--- src/sdma_pkg.sv ---
`timescale 1ns / 1ps
// ----------------------------------------------------------------------------
// Shake detector package
// Shared types and constants for the moving average shake detector.
// ----------------------------------------------------------------------------
package sdma_pkg;

  localparam int unsigned SAMPLE_W = 16;
  localparam int unsigned LIMIT_W  = 16;
  localparam int unsigned CFG_IDX_W = 2;
  localparam logic [15:0] HOLDOFF_RESET = 16'd2000;
  localparam logic [15:0] MS_MAX = 16'hFFFF;

  localparam logic [CFG_IDX_W-1:0] REG_X_LIMIT = 2'd0;
  localparam logic [CFG_IDX_W-1:0] REG_Y_LIMIT = 2'd1;
  localparam logic [CFG_IDX_W-1:0] REG_Z_LIMIT = 2'd2;
  localparam logic [CFG_IDX_W-1:0] REG_HOLDOFF = 2'd3;

  localparam logic OP_SAMPLE = 1'b0;
  localparam logic OP_TICK   = 1'b1;

  typedef struct packed {
    logic                operation;
    logic signed [15:0]  accel_x;
    logic signed [15:0]  accel_y;
    logic signed [15:0]  accel_z;
  } in_item_t;

  typedef struct packed {
    logic        shake;
    logic [15:0] dev_x;
    logic [15:0] dev_y;
    logic [15:0] dev_z;
  } out_item_t;

  typedef enum logic [2:0] {
    ST_IDLE,
    ST_READ,
    ST_UPDATE,
    ST_DIVIDE,
    ST_FINISH,
    ST_OUTPUT
  } state_t;

  // Request from the sequencer to the divider, and its status back.
  typedef struct packed {
    logic start;
  } div_ctrl_t;

  typedef struct packed {
    logic busy;
    logic done;
  } div_stat_t;

endpackage

--- src/sdma_if.sv ---
`timescale 1ns / 1ps
// ----------------------------------------------------------------------------
// Stream channel
// Valid/ready channel carrying one payload of type T.
// ----------------------------------------------------------------------------
interface sdma_if #(parameter type T = logic);
  logic valid;
  logic ready;
  T     data;
  modport source (output valid, output data, input ready);
  modport sink   (input valid, input data, output ready);
endinterface

--- src/sdma_ring.sv ---
`timescale 1ns / 1ps
// ----------------------------------------------------------------------------
// Sample ring memory
// Synchronous RAM holding the last samples of all three axes per entry.
// ----------------------------------------------------------------------------
module sdma_ring import sdma_pkg::*; #(
  parameter int unsigned DEPTH = 16,
  parameter int unsigned AW = 4
) (
  input  logic          clk,
  input  logic          we,
  input  logic [AW-1:0] waddr,
  input  logic [47:0]   wdata,
  input  logic [AW-1:0] raddr,
  output logic [47:0]   rdata
);
  logic [47:0] mem [DEPTH];

  always_ff @(posedge clk) begin
    if (we) begin
      mem[waddr] <= wdata;
    end
    rdata <= mem[raddr];
  end
endmodule

--- src/sdma_div.sv ---
`timescale 1ns / 1ps
// ----------------------------------------------------------------------------
// Signed divider
// Restoring divider, one quotient bit per cycle, truncating toward zero.
// ----------------------------------------------------------------------------
module sdma_div import sdma_pkg::*; #(
  parameter int unsigned NW = 21,
  parameter int unsigned DW = 9
) (
  input  logic                 clk,
  input  logic                 rst,
  input  div_ctrl_t            ctrl,
  input  logic signed [NW-1:0] numer,
  input  logic [DW-1:0]        denom,
  output div_stat_t            stat,
  output logic signed [NW-1:0] quot
);
  localparam int unsigned CW = $clog2(NW + 1);

  logic [NW-1:0] q;
  logic [DW:0]   rem;
  logic [DW-1:0] d;
  logic          neg;
  logic [CW-1:0] count;
  logic          busy;
  logic          done;
  logic [DW:0]   trial;
  logic [DW:0]   shifted;

  assign shifted = {rem[DW-1:0], q[NW-1]};
  assign trial   = shifted - {1'b0, d};

  always_ff @(posedge clk) begin
    if (rst) begin
      busy  <= 1'b0;
      done  <= 1'b0;
      count <= '0;
    end else begin
      done <= 1'b0;
      if (ctrl.start) begin
        busy  <= 1'b1;
        count <= CW'(NW);
        neg   <= numer[NW-1];
        q     <= numer[NW-1] ? NW'(-numer) : numer;
        rem   <= '0;
        d     <= denom;
      end else if (busy) begin
        if (!trial[DW]) begin
          rem <= trial;
          q   <= {q[NW-2:0], 1'b1};
        end else begin
          rem <= shifted;
          q   <= {q[NW-2:0], 1'b0};
        end
        count <= count - 1'b1;
        if (count == CW'(1)) begin
          busy <= 1'b0;
          done <= 1'b1;
        end
      end
    end
  end

  assign stat = '{busy: busy, done: done};
  assign quot = neg ? NW'(-q) : q;

  property p_done_not_busy;
    @(posedge clk) disable iff (rst) !(done && busy);
  endproperty
  assert property (p_done_not_busy) else $error("divider done while busy");
  property p_no_restart;
    @(posedge clk) disable iff (rst) !(ctrl.start && busy);
  endproperty
  assert property (p_no_restart) else $error("divider restarted while busy");
  property p_done_after_busy;
    @(posedge clk) disable iff (rst) done |-> $past(busy);
  endproperty
  assert property (p_done_after_busy) else $error("done without run");
endmodule

--- src/shake_detector_moving_average_core.sv ---
`timescale 1ns / 1ps
// ----------------------------------------------------------------------------
// Shake detector, moving average deviation
// Top level: sequencer, sample ring and shared divider.
// ----------------------------------------------------------------------------
// A tick request is accepted while idle, and ticks can follow back to back.
// A sample request goes through one ring read, an update, then the three axis
// averages through one shared bit-serial divider of SW bits, where
// SW = 17 + log2(RING_DEPTH) is the width of the running sums. The result is then
// loaded into the output register, and the next request can be accepted in the
// cycle after. Unless the output register is held, the divider sets the rate.
// While a result waits in the output register, ticks and one more sample are
// still accepted; that sample then waits until the output register is free.
// The ring has no reset; an old entry is used only once the ring is full, so only entries already written are used.
module shake_detector_moving_average_core import sdma_pkg::*; #(
  parameter int unsigned RING_DEPTH = 16
) (
  input  logic                   clk,
  input  logic                   rst,
  sdma_if.sink                   in_ch,
  sdma_if.source                 out_ch,
  input  logic                   cfg_we,
  input  logic [CFG_IDX_W-1:0]   cfg_index,
  input  logic [15:0]            cfg_data
);
  localparam int unsigned AW = (RING_DEPTH > 1) ? $clog2(RING_DEPTH) : 1;
  localparam int unsigned FW = $clog2(RING_DEPTH + 1);
  localparam int unsigned SW = 16 + AW + 1;

  logic [15:0] x_limit, y_limit, z_limit, holdoff_ms;
  logic [15:0] elapsed_ms;
  logic signed [SW-1:0] sum_x, sum_y, sum_z;
  logic [AW-1:0] write_slot;
  logic [FW-1:0] fill_count;
  state_t state, state_next;
  in_item_t  item;
  out_item_t result;
  logic [1:0] axis;
  logic [47:0] old_entry;
  logic [15:0] dev_x, dev_y, dev_z;
  logic shake;
  logic out_valid;
  logic out_free;

  div_ctrl_t div_ctrl;
  div_stat_t div_stat;
  logic signed [SW-1:0] div_numer, quot;

  always_ff @(posedge clk) begin
    if (rst) begin
      x_limit <= '0; y_limit <= '0; z_limit <= '0;
      holdoff_ms <= HOLDOFF_RESET;
    end else if (cfg_we) begin
      case (cfg_index)
        REG_X_LIMIT: x_limit <= cfg_data;
        REG_Y_LIMIT: y_limit <= cfg_data;
        REG_Z_LIMIT: z_limit <= cfg_data;
        REG_HOLDOFF: holdoff_ms <= cfg_data;
        default: ;
      endcase
    end
  end

  sdma_ring #(.DEPTH(RING_DEPTH), .AW(AW)) u_ring (
    .clk(clk), .we(state == ST_UPDATE), .waddr(write_slot),
    .wdata({item.accel_x, item.accel_y, item.accel_z}),
    .raddr(write_slot), .rdata(old_entry)
  );

  always_comb begin
    case (axis)
      2'd0:    div_numer = sum_x;
      2'd1:    div_numer = sum_y;
      default: div_numer = sum_z;
    endcase
  end

  sdma_div #(.NW(SW), .DW(FW)) u_div (
    .clk(clk), .rst(rst), .ctrl(div_ctrl), .numer(div_numer),
    .denom(fill_count), .stat(div_stat), .quot(quot)
  );

  logic full;
  assign full = (fill_count == FW'(RING_DEPTH));

  // The output register can take a new result when it is empty or being read.
  assign out_free = !out_valid || out_ch.ready;

  logic signed [15:0] cur_sample;
  always_comb begin
    case (axis)
      2'd0:    cur_sample = item.accel_x;
      2'd1:    cur_sample = item.accel_y;
      default: cur_sample = item.accel_z;
    endcase
  end
  logic signed [SW:0] diff;
  logic [SW:0] mag;
  logic [15:0] dev;
  assign diff = (SW+1)'(quot) - (SW+1)'(cur_sample);
  assign mag  = diff[SW] ? (SW+1)'(-diff) : diff;
  assign dev  = (mag > (SW+1)'(16'hFFFF)) ? 16'hFFFF : mag[15:0];

  always_comb begin
    state_next = state;
    case (state)
      ST_IDLE:   if (in_ch.valid) state_next = (in_ch.data.operation == OP_TICK) ?
                   ST_IDLE : ST_READ;
      ST_READ:   state_next = ST_UPDATE;
      ST_UPDATE: state_next = ST_DIVIDE;
      ST_DIVIDE: if (div_stat.done) state_next = (axis == 2'd2) ? ST_FINISH : ST_DIVIDE;
      ST_FINISH: state_next = ST_OUTPUT;
      ST_OUTPUT: if (out_free) state_next = ST_IDLE;
      default:   state_next = ST_IDLE;
    endcase
  end

  logic div_go;
  always_comb begin
    in_ch.ready  = (state == ST_IDLE);
    out_ch.valid = out_valid;
    out_ch.data  = result;
    div_ctrl.start = div_go;
  end

  always_ff @(posedge clk) begin
    if (rst) begin
      state <= ST_IDLE;
      elapsed_ms <= '0;
      sum_x <= '0; sum_y <= '0; sum_z <= '0;
      write_slot <= '0;
      fill_count <= '0;
      axis <= '0;
      div_go <= 1'b0;
      out_valid <= 1'b0;
    end else begin
      state <= state_next;
      div_go <= 1'b0;
      if (state == ST_OUTPUT && out_free) out_valid <= 1'b1;
      else if (out_ch.ready) out_valid <= 1'b0;
      case (state)
        ST_IDLE: if (in_ch.valid) begin
          item <= in_ch.data;
          if (in_ch.data.operation == OP_TICK && elapsed_ms != MS_MAX)
            elapsed_ms <= elapsed_ms + 1'b1;
        end
        ST_UPDATE: begin
          if (full) begin
            sum_x <= sum_x - SW'($signed(old_entry[47:32])) + SW'(item.accel_x);
            sum_y <= sum_y - SW'($signed(old_entry[31:16])) + SW'(item.accel_y);
            sum_z <= sum_z - SW'($signed(old_entry[15:0]))  + SW'(item.accel_z);
          end else begin
            sum_x <= sum_x + SW'(item.accel_x);
            sum_y <= sum_y + SW'(item.accel_y);
            sum_z <= sum_z + SW'(item.accel_z);
            fill_count <= fill_count + 1'b1;
          end
          write_slot <= (write_slot == AW'(RING_DEPTH - 1)) ? '0 : write_slot + 1'b1;
          axis <= '0;
          div_go <= 1'b1;
        end
        ST_DIVIDE: if (div_stat.done) begin
          case (axis)
            2'd0:    dev_x <= dev;
            2'd1:    dev_y <= dev;
            default: dev_z <= dev;
          endcase
          if (axis != 2'd2) begin
            axis <= axis + 1'b1;
            div_go <= 1'b1;
          end
        end
        ST_FINISH:
          shake <= (elapsed_ms > holdoff_ms) && ((dev_x > x_limit) ||
            (dev_y > y_limit) || (dev_z > z_limit));
        ST_OUTPUT: if (out_free) begin
          result <= '{shake: shake, dev_x: dev_x, dev_y: dev_y, dev_z: dev_z};
        end
        default: ;
      endcase
    end
  end

  property p_fill_bound;
    @(posedge clk) disable iff (rst) fill_count <= FW'(RING_DEPTH);
  endproperty
  assert property (p_fill_bound) else $error("fill count overrun");
  property p_out_hold;
    @(posedge clk) disable iff (rst) (out_ch.valid && !out_ch.ready) |=> out_ch.valid;
  endproperty
  assert property (p_out_hold) else $error("result dropped");
  property p_out_stable;
    @(posedge clk) disable iff (rst)
      (out_ch.valid && !out_ch.ready) |=> $stable(out_ch.data);
  endproperty
  assert property (p_out_stable) else $error("result changed while waiting");
  property p_div_only_divide;
    @(posedge clk) disable iff (rst) div_stat.busy |-> (state == ST_DIVIDE);
  endproperty
  assert property (p_div_only_divide) else $error("divider busy outside divide");
endmodule

--- src/flat_wrapper.sv ---
// flat-port wrapper written by rule: the top's interface ports become plain ports
module shake_detector_moving_average_core_flat import sdma_pkg::*;
#(
  parameter int unsigned RING_DEPTH = 16
)
  (clk, rst, cfg_we, cfg_index, cfg_data, in_ch_valid, in_ch_data, in_ch_ready, out_ch_valid, out_ch_data, out_ch_ready);
  sdma_if #(.T(in_item_t)) in_ch_i ();
  sdma_if #(.T(out_item_t)) out_ch_i ();
  input  logic clk;
  input  logic rst;
  input  logic cfg_we;
  input  logic [CFG_IDX_W-1:0] cfg_index;
  input  logic [15:0] cfg_data;
  input wire logic [$bits(in_ch_i.valid)-1:0] in_ch_valid;
  input wire logic [$bits(in_ch_i.data)-1:0] in_ch_data;
  output wire logic [$bits(in_ch_i.ready)-1:0] in_ch_ready;
  output wire logic [$bits(out_ch_i.valid)-1:0] out_ch_valid;
  output wire logic [$bits(out_ch_i.data)-1:0] out_ch_data;
  input wire logic [$bits(out_ch_i.ready)-1:0] out_ch_ready;
  assign in_ch_i.valid = in_ch_valid;
  assign in_ch_i.data = in_ch_data;
  assign in_ch_ready = in_ch_i.ready;
  assign out_ch_valid = out_ch_i.valid;
  assign out_ch_data = out_ch_i.data;
  assign out_ch_i.ready = out_ch_ready;
  shake_detector_moving_average_core #(.RING_DEPTH(RING_DEPTH)) u_core (.clk(clk), .rst(rst), .in_ch(in_ch_i), .out_ch(out_ch_i), .cfg_we(cfg_we), .cfg_index(cfg_index), .cfg_data(cfg_data));
endmodule
--- config.mk ---
export PLATFORM = sky130hd
export DESIGN_NAME = shake_detector_moving_average_core_flat
export DESIGN_NICKNAME = d
export VERILOG_FILES = /design/src/sdma_pkg.sv /design/src/sdma_if.sv /design/src/sdma_ring.sv /design/src/sdma_div.sv /design/src/shake_detector_moving_average_core.sv /design/src/flat_wrapper.sv
export SDC_FILE = /design/constraint.sdc
export NUM_CORES = 2
export LEC_CHECK = 0
export ABC_AREA = 1
export BUFFER_PORTS_ARGS = -buffer_cell sky130_fd_sc_hd__buf_2
export CAP_MARGIN = 20
export CELL_PAD_IN_SITES_DETAIL_PLACEMENT = 0
export CELL_PAD_IN_SITES_GLOBAL_PLACEMENT = 1
export CORE_MARGIN = 2
export CORE_UTILIZATION = 35
export DETAILED_ROUTE_END_ITERATION = 16
export PLACE_DENSITY_LB_ADDON = 0.2
export SLEW_MARGIN = 40
export SYNTH_ARGS = -nofsm -noshare
export SYNTH_HDL_FRONTEND = slang
export SYNTH_SLANG_ARGS = --single-unit
--- constraint.sdc ---
create_clock -name clk -period 12.7 [get_ports clk]
set_clock_uncertainty 0.1 [all_clocks]
set_input_delay 0.635 -clock clk [delete_from_list [all_inputs] [get_ports clk]]
set_output_delay 0.635 -clock clk [all_outputs]
set_load 0.02 [all_outputs]
==> metrics.txt <==
pin count of the biggest net entering global routing=170; H-tree depth=4; CTS tree=built; setup TNS=0 ns; fin. max-slew vios=0; Crit Path Max Fanout=19; DIE AREA=0.163 mm²; ANT nets after route=0; number of synthesized flops with an enable pin=between 900 and 1000; Pre-Repair DR Iteration Count=5; detailed placement HPWL=about 110 mm; GRT met2 Usage=0.336; relative slew slack=0.418; Clock Latency Late Sink=roughly 0.79 ns; ranking of synthesized cells by area=edfxtp_1 51%, dfxtp_1 7.7%, o21ai_0 5.9%; Hold Path End=u_core.item[47]; crit path time final=5.12 ns; min-delay src=in_ch_data[47]; Max-Cap Viols=0; Final setup viols=0; Synth Area in Compound Gates=0.140; GRT Resource Usage Total=0.209; Post-synth top flop=edfxtp_1; final worst-path cycle share=0.403; dpl cells=7588; Hold Vio Cnt, Final=0; post-synth net total=5898; Reg2Reg Setup Slack=7.58 ns; # diodes=0; number of I/O port buffers=between 100 and 150; Routed wire per std cell=21.7 µm; FF-to-FF path depth=19; leakage=24.4 nW; setup bufs post-CTS=0; Setup crit end kind=flop; Initial DRC Count=between 3000 and 4000; initial core utilization=0.353; core area=0.159 mm²; mux share of post-synthesis cell area=0; initial antenna violation count=1; post-synthesis sequential area ratio=0.584; post-synthesis cell area=roughly 0.056 mm²; reg2reg start=u_core.u_div.q[2]; biggest area consumer among synthesized cells=edfxtp_1; Area Growth Syn to Fin=14.9%; Min-Delay Path Depth=1; count of different cell masters after synthesis=54; Ports=~120; type of the worst min-delay path=input pin to flop; global route overflow=0; CP startpoint kind=flop; pre-CTS setup slack=7.58 ns; status=complete, no violations; vias in the first global route=between 40000 and 50000; post-synthesis xor/xnor area fraction=0.0144; post-synthesis simple-gate area fraction=0.129; post-route DRC violation count=0; Most Crowded Layer GR=met2; fillers=15600; Row Count=146; average size of a mapped cell=about 10 µm²; Tot Pwr=9.68 mW; Synth Warn #=0; final wirelength=171 mm; Final WS setup=7.58 ns; Worst Path Required=around 13 ns; Post-Synth Adder-Cell Area=0.0751; first-pass GRT wire length=256 mm; Reg-to-Reg End=u_core.dev_y[4]; fin util=0.406; die span in y=404 µm; asr flop ratio synth=0; Max IR drop VDD=134 µV; f_max=195 MHz; clock-pin slew on the worst setup and hold paths=roughly 0.06 ns; top-area cell type share of the netlist area=0.507; Yosys reg bits=about 1200; Via-to-Cell Ratio=5.22; Syn Inst Count=5529; layout cells sized above 1=0.0837; unrepaired setup endpoints after global routing=false; GRT met1 Usage=0.296; Arrival @ worst endpoint=5.48 ns; RePlAce Congestion=0.869; Root Buffer=clkbuf_16; Inserted Clock Buffers=approximately 130; Setup CP Type=flop to flop; Layout Cells excl Fill=7880; pwr dens=151 mW/mm²; largest family of logic cells by synthesized area=compound AO/OA/AOI/OAI gates; vias=41100; GR Layer Usage met3=0.0281; die width=~400 µm; Max Root-Sink Buffers=3; worst-margin pin slew=roughly 0.87 ns; Final Net Count=between 6000 and 7000; CTS sink cnt=between 1000 and 1500
state kept, by name, indices dropped and copies added, names as in the netlist, 21 cells and up:
signal	cells
u_core.out_ch.data	49
u_core.sum_y	21
u_core.u_ring.mem	768
u_core.u_ring.rdata	48
u_core.item	48
u_core.u_div.q	21
u_core.sum_z	21
u_core.sum_x	21
per-stage QoR:
stage | instance area, µm² | hold slack, ns
after floorplan | 56000 | 0.300
after global placement | 59100 | 0.315
after detailed placement | 59400 | 0.314
after CTS | 64300 | 0.00551
after global routing | 64300 | 0.0123
final | 64300 | 0.0488
per-layer routing:
layer  part of all wire  routed length, µm  up-vias
li1                   -                  -    19800
met5                  0                  0        -
met2               0.46              78200      954
met3              0.049               8330      223
met1               0.47              80800    20100
met4              0.023               3960        0
how the worst max path moves through the flow:
stage	from	end	slack (ns)	cells past startpoint
6_report	u_core.u_div.q[2]	u_core.dev_y[4]	7.58	19
5_1_grt	u_core.u_div.q[2]	u_core.dev_x[4]	6.97	19
4_1_cts	u_core.u_div.q[2]	u_core.dev_y[4]	7.59	19
3_5_place_dp	u_core.u_div.q[2]	u_core.dev_y[4]	7.58	19
3_3_place_gp	u_core.axis[0]	u_core.dev_x[4]	7.50	17
2_1_floorplan	u_core.axis[0]	u_core.dev_x[10]	8.20	21
repair_timing:
action / 4_1_cts / 5_1_grt
endpoints found under the hold margin: 46 / 0
gates resized for setup: 0 / 0
setup endpoints to repair: 0 / 0
hold buffers: 46 / 0
kinds of logic after synthesis:
kind of cell	after synthesis
AOI/OAI and AO/OA	1429
buffers and inverters	848
xor gates and xnor gates	90
adders and majority gates	297
DFF	1160
and+or+nand+nor	1705
worst max-delay path, cell delays in order, from the launching register on:
cell	delay, ns
edfxtp_1	0.46
nor3_1	0.27
nor3b_1	0.28
nand2_1	0.12
nor3_1	0.27
nand2_1	0.17
o21ai_0	0.31
o21ai_0	0.20
xor2_1	0.18
ha_1	0.35
inv_1	0.08
nor3_1	0.30
a21oi_1	0.13
nand2_2	0.11
xor2_4	0.47
o21ai_1	0.17
nand3b_1	0.12
nand2_1	0.09
nor2_4	0.41
nand3_1	0.23
layout by cell type (no fill, tap or decap), types with 100 or more instances in the layout:
master,instances
inv_1,603
o22ai_1,229
nor2_1,568
nand2_1,716
edfxtp_1,946
buf_2,122
o21ai_0,660
dfxtp_1,212
nand3_1,168
ha_1,232
nand4_1,100
clkbuf_16,136
a21oi_1,389
layout make-up:
class                   instances  area, µm²  area share
clock buffers                 193       3720      0.0578
clock inverters                53        762      0.0118
inverters                     621       2350      0.0365
multi-input cells            3521      20300       0.315
flip-flops and latches       1160      32700       0.508
well taps                    2072       2590      0.0403
repair buffers                260       1910      0.0297
synthesized netlist by cell type, types with 8 or more instances:
master    number
dfxtp_1      214
o31ai_1       14
nor2_1       591
nand3_2       14
xnor2_1       29
nor4_1        16
ha_1         232
a31oi_1       17
o22ai_1      229
o21bai_1      13
clkbuf_1     212
fa_1          65
a21oi_1      390
nand3b_1      11
nand2_1      716
inv_1        611
o21a_1        10
o211ai_1      52
nand2_2        9
buf_1         10
a211oi_1      13
xor2_1        60
inv_2          8
nand3_1      168
o21ai_0      660
edfxtp_1     946
nand4_1      100
nor3_1        56
report_power, final:
| part | leakage (nW) | internal [mW] | switching [mW] |
|---|---|---|---|
| clock network | 2.14 | 2.28 | 1.64 |
| logic | 12.0 | 0.488 | 1.02 |
| registers | 10.2 | 4.18 | 0.0812 |
(Power assumes the default switching activity.)
